File: src/sv/crkv_pkg.sv
package crkv_pkg;

  localparam int SlotsDef = 32;
  localparam int KeyW     = 64;
  localparam int ValW     = 64;
  localparam int LenW     = 4;
  localparam int CntW     = 32;
  localparam int MaxBytes = 8;

  typedef enum logic {
    OP_GET = 1'b0,
    OP_PUT = 1'b1
  } op_e;

  typedef enum logic [1:0] {
    ST_OK      = 2'd0,
    ST_MISS    = 2'd1,
    ST_INVALID = 2'd2
  } status_e;

  typedef struct packed {
    logic [KeyW-1:0] key;
    logic [ValW-1:0] value;
    logic [LenW-1:0] len;
  } entry_t;

  // Saturate a byte count at eight.
  function automatic logic [LenW-1:0] clamp_len(input logic [LenW-1:0] n);
    return (n > LenW'(MaxBytes)) ? LenW'(MaxBytes) : n;
  endfunction

  // Keep the low n bytes of a value.
  function automatic logic [ValW-1:0] byte_mask(input logic [LenW-1:0] n);
    logic [ValW-1:0] m;
    m = '0;
    for (int b = 0; b < MaxBytes; b++) begin
      m[8*b +: 8] = (LenW'(b) < n) ? 8'hff : 8'h00;
    end
    return m;
  endfunction

endpackage

File: src/sv/crkv_store.sv
module crkv_store #(
  parameter int Slots = crkv_pkg::SlotsDef
) (
  input  logic                     clk_i,
  input  logic                     rd_en_i,
  input  logic [$clog2(Slots)-1:0] rd_addr_i,
  output crkv_pkg::entry_t         rd_o,
  input  logic                     wr_en_i,
  input  logic [$clog2(Slots)-1:0] wr_addr_i,
  input  crkv_pkg::entry_t         wr_i
);
  import crkv_pkg::*;

  logic [KeyW-1:0] key_mem [Slots];
  logic [ValW-1:0] val_mem [Slots];
  logic [LenW-1:0] len_mem [Slots];

  entry_t rd_q;

  always_ff @(posedge clk_i) begin
    if (wr_en_i) begin
      key_mem[wr_addr_i] <= wr_i.key;
      val_mem[wr_addr_i] <= wr_i.value;
      len_mem[wr_addr_i] <= wr_i.len;
    end
  end

  always_ff @(posedge clk_i) begin
    if (rd_en_i) begin
      rd_q.key   <= key_mem[rd_addr_i];
      rd_q.value <= val_mem[rd_addr_i];
      rd_q.len   <= len_mem[rd_addr_i];
    end
  end

  assign rd_o = rd_q;

endmodule

File: config.mk
export PLATFORM = sky130hd
export DESIGN_NAME = crkv_store
export DESIGN_NICKNAME = d
export VERILOG_FILES = /design/src/sv/crkv_pkg.sv /design/src/sv/crkv_store.sv
export SDC_FILE = /design/constraint.sdc
export NUM_CORES = 2
export LEC_CHECK = 0
export CAP_MARGIN = 15
export CORE_UTILIZATION = 45
export DETAILED_ROUTE_END_ITERATION = 10
export DONT_BUFFER_PORTS = 1
export PLACE_DENSITY = 0.6
export SLEW_MARGIN = 5
export SYNTH_ARGS = -nofsm -noshare
export SYNTH_HDL_FRONTEND = slang
export SYNTH_MEMORY_MAX_BITS = 65536
export SYNTH_SLANG_ARGS = --single-unit
File: constraint.sdc
create_clock -name clk_i -period 10.1 [get_ports clk_i]
set_input_delay 2.02 -clock clk_i [delete_from_list [all_inputs] [get_ports clk_i]]
set_output_delay 2.02 -clock clk_i [all_outputs]
set_load 0.02 [all_outputs]
# ---- Word-level counts from Yosys, hierarchy flattened
# Memories as Yosys holds them, arrays and structs flattened. A register that Yosys moved wholly into a read port is not among the register bits.
# Index checks and enable logic that the tools add are counted.
dict set report classes {
  addsub 0
  mul 0
  div_mod_pow 0
  magnitude_cmp 0
  n_eq_ne 0
  shift 0
  n_mux 2
  n_bitwise 0
  n_reduce_logical 0
}
# operator count
set ops {}
lappend ops {{$mux 1} 2}
dict set report totals {
  register_bits 0
  latchBits 0
  ramBits 4224
  romBits 0
  input_bits 145
  output_inout_bits 132
  wordCells 5
  memories 3
}
# name depth width rd rd_ports_with_merged_regs write_ports line_no
set mem_list {}
lappend mem_list {key_mem 32 64 1 1 1 crkv_store.sv:14} ;# logic [KeyW-1:0] key_mem [Slots];
lappend mem_list {val_mem 32 64 1 1 1 crkv_store.sv:15} ;# logic [ValW-1:0] val_mem [Slots];
lappend mem_list {len_mem 32 4 1 1 1 crkv_store.sv:16} ;# logic [LenW-1:0] len_mem [Slots];

# ---- Longest topological paths before layout
dict set report depth {
  word_depth 2
  depth_mapped 9
  ltp_nobuf 4
}

# ---- Worst setup path before layout
# Ideal clock, no wire load.
dict set report synth_timing {
  path_type {input to register}
  start {input port wr_addr_i[1]}
  end {memory key_mem[24][0] (enable)}
  setup_time_ps 625
  t_arrival_ps 8167
  t_required_ps 9475
  setup_slack_ps 1308
  cell_stages 3
  n_path_buf 1
  cell_sequence {or3b_2 -> clkbuf_1 -> nor2_1}
}
# element line_no
set synth_lines {}
lappend synth_lines {{start: declaration} crkv_store.sv:9} ;# input logic [$clog2(Slots)-1:0] wr_addr_i,
lappend synth_lines {{end: declaration} crkv_store.sv:14}
# No word-level cell before the write port.

==> impl_metrics.toml <==
[outcome]
status = "finished, final reports clean"

[global_routing]
grt_pass1_wl_um = 590000
antenna_found_initial = 7
grt_max_degree = 145
grt_use_total = 0.230
grt_overflow = 0
first_global_vias = 76939

[routing]
wl_per_cell_um = 35.0
via_count = 75049
dr.pass1.iters = 5
avgViaCountPerCell = 6.20
drc = 0
antenna_left = 0
finalWirelength_um = 423000
drt_iter0_drc = 10089

[power_and_ir_drop]
power_density_mw_per_mm2 = 205
power.leakage_uw = 0.0559
peakVddDrop_mv = 0.152

[sta]
slew_headroom = 0.213
drv_slew = 0
max_freq_ghz = 0.194
final_hold_viol_count = 0
tightest_slew_ns = 1.18
rsz0062_at_grt = "false"
finClkSkew_ns = 0.0450
post-route-min-period_ns = 5.16
final.setup.tns_ns = 0
setup_violations = 0
min_period_over_period = 0.511

[setup_path]
cp_data_arrival_time_ns = 5.87
worstSetupStartpointType = "input port"
cp-startpoint = "rd_addr_i[0]"
crit_required_ns = 10.80
rrSetupSlack_ns = 8.29
cp_max_fo = 144
endpoint = "rd_o[106]"
rr_startpoint = "val_mem[25][49]"
end_kind = "flop"
crit_type = "in2reg"
r2r_end = "rd_o[53]"
r2r_cells = 3

[clock_tree]
clock-sinks = 4356
clk_path_buf_depth = 4
clk_pin_slew_ns = 0.06
numCtsBuffers = 423
worstSkewPairLatency_ns = 0.98
h-tree-depth = 5
postCtsSetupBuffers = 0
cts_tree = "done"
cts_resized = 0
root_buffer = "clkbuf_16"
hold_buffers = 0

[final_layout]
fin_util = 0.507
fin_nets = 7124
synthToLayoutAreaGrowth_pct = 11.9
drive_gt1_frac = 0.247

[floorplanning]
core_area_mm2 = 0.359
row_count = 220
io_pins = 277
die_area_mm2 = 0.364
initial_core_util = 0.453
die-width_um = 603
die_height_um = 603

[yosys]
synthArstFlopShare = 0
synth.net_count = 6918
netlist.area_leader.share = 0.804
yosys-top-cells-count = "edfxtp_1 (4356), mux4_2 (921), o22ai_1 (396)"
synth.distinct_cells = 31
synth_most_common_cell = "edfxtp_1"
netlist_area_mm2 = 0.163
synth_cells = 6773
yosysSeqAreaShare = 0.804
synth.avg_cell_area_um2 = 24.0
synth_edf_count = 4356
ys_seq_elements = 4356
synth_warnings = 0
synth_flop_cell = "edfxtp_1"
synth_largest_area_cell = "edfxtp_1"
synth_area_leaders = "edfxtp_1 (80%), mux4_2 (13%), mux2i_1 (1.6%)"

[min_path]
min_path_type = "reg2reg"

[job]
drv_cap = 0

[place]
dp_hpwl_um = 198000
gp_congestion = 0.723
port_buffers = 0
[flip-flops by register name, indices dropped and copies added (netlist names)]
register / flops
rd_o: 132
len_mem: 128
key_mem: 2048
val_mem: 2048
[placed cells by master, fill, tap and decap left out, types with 3 or more instances in the layout]
| cell type | instances |
|---|---|
| nor4_2 | 95 |
| clkinv_8 | 5 |
| clkinv_4 | 7 |
| mux2i_1 | 264 |
| nor2_4 | 36 |
| clkinvlp_4 | 14 |
| o22ai_1 | 396 |
| inv_6 | 9 |
| nor2b_4 | 3 |
| clkbuf_16 | 430 |
| nor4_1 | 4 |
| clkinv_2 | 68 |
| buf_12 | 33 |
| a22oi_1 | 198 |
| buf_16 | 10 |
| buf_4 | 110 |
| nand4_1 | 33 |
| edfxtp_1 | 4356 |
| mux4_1 | 3 |
| nand3_1 | 68 |
| clkinv_1 | 97 |
| inv_16 | 5 |
| or3b_2 | 3 |
| nand3b_1 | 5 |
| bufinv_16 | 48 |
| nand2_1 | 3 |
| mux4_2 | 921 |
| clkbuf_1 | 81 |
[power by group]
part	switching (µW)	internal [µW]
Clock	6700	9020
Sequential	173	20200
Combinational	707	546
[per-stage QoR]
stage	hold WS, ns	instances	total power [µW]	instance area (µm²)	worst slack, ns
final	0.764	12095	37300	182000	4.94
after global routing	0.798	12094	38300	182000	4.70
after CTS	0.769	12093	37600	182000	5.04
after detailed placement	0.754	11327	22000	168000	4.00
after global placement	0.741	11322	22000	168000	4.00
after floorplan	0.724	6773	21600	163000	1.31
[per-layer routing]
layer | up-vias | track usage | wire [µm]
li1 | 29868 | - | -
met5 | - | 0 | 0
met1 | 41555 | 0.320 | 173000
met3 | 500 | 0.0469 | 35000
met2 | 3126 | 0.378 | 207000
met4 | 0 | 0.0467 | 8300
[worst max-delay path, stage by stage]
cell,delay (ns)
buf_16,0.69
buf_16,0.82
buf_16,0.82
mux4_2,0.62
o22ai_1,0.23
nor4_2,0.10
[how the worst min path moves through the flow]
stage | start | to | slack [ns] | cells after the start
2_1_floorplan | key_mem[30][36] | rd_o[104] | 0.72 | 3
3_5_place_dp | val_mem[26][27] | rd_o[31] | 0.75 | 3
4_1_cts | val_mem[26][27] | rd_o[31] | 0.77 | 3
3_3_place_gp | val_mem[30][27] | rd_o[31] | 0.74 | 3
6_report | val_mem[30][34] | rd_o[38] | 0.76 | 3
5_1_grt | val_mem[26][27] | rd_o[31] | 0.80 | 3
[logic make-up after synthesis]
group / after synthesis / synth area share
AOI/OAI and AO/OA: 594 / 0.0243
buffers and inverters: 372 / 0.0152
DFF: 4356 / 0.804
muxes: 1188 / 0.144
and+or+nand+nor: 263 / 0.0128
[area by class of cell]
class	instances	area (µm²)
Tap cell	4773	5970
Antenna cell	2	5.00
Multi-Input combinational cell	2045	29900
Timing Repair Buffer	153	1760
Fill cell	27756	177000
Clock inverter	255	2630
Clock buffer	511	11100
Sequential cell	4356	131000
Note: power is estimated with default switching activity, not from simulation.
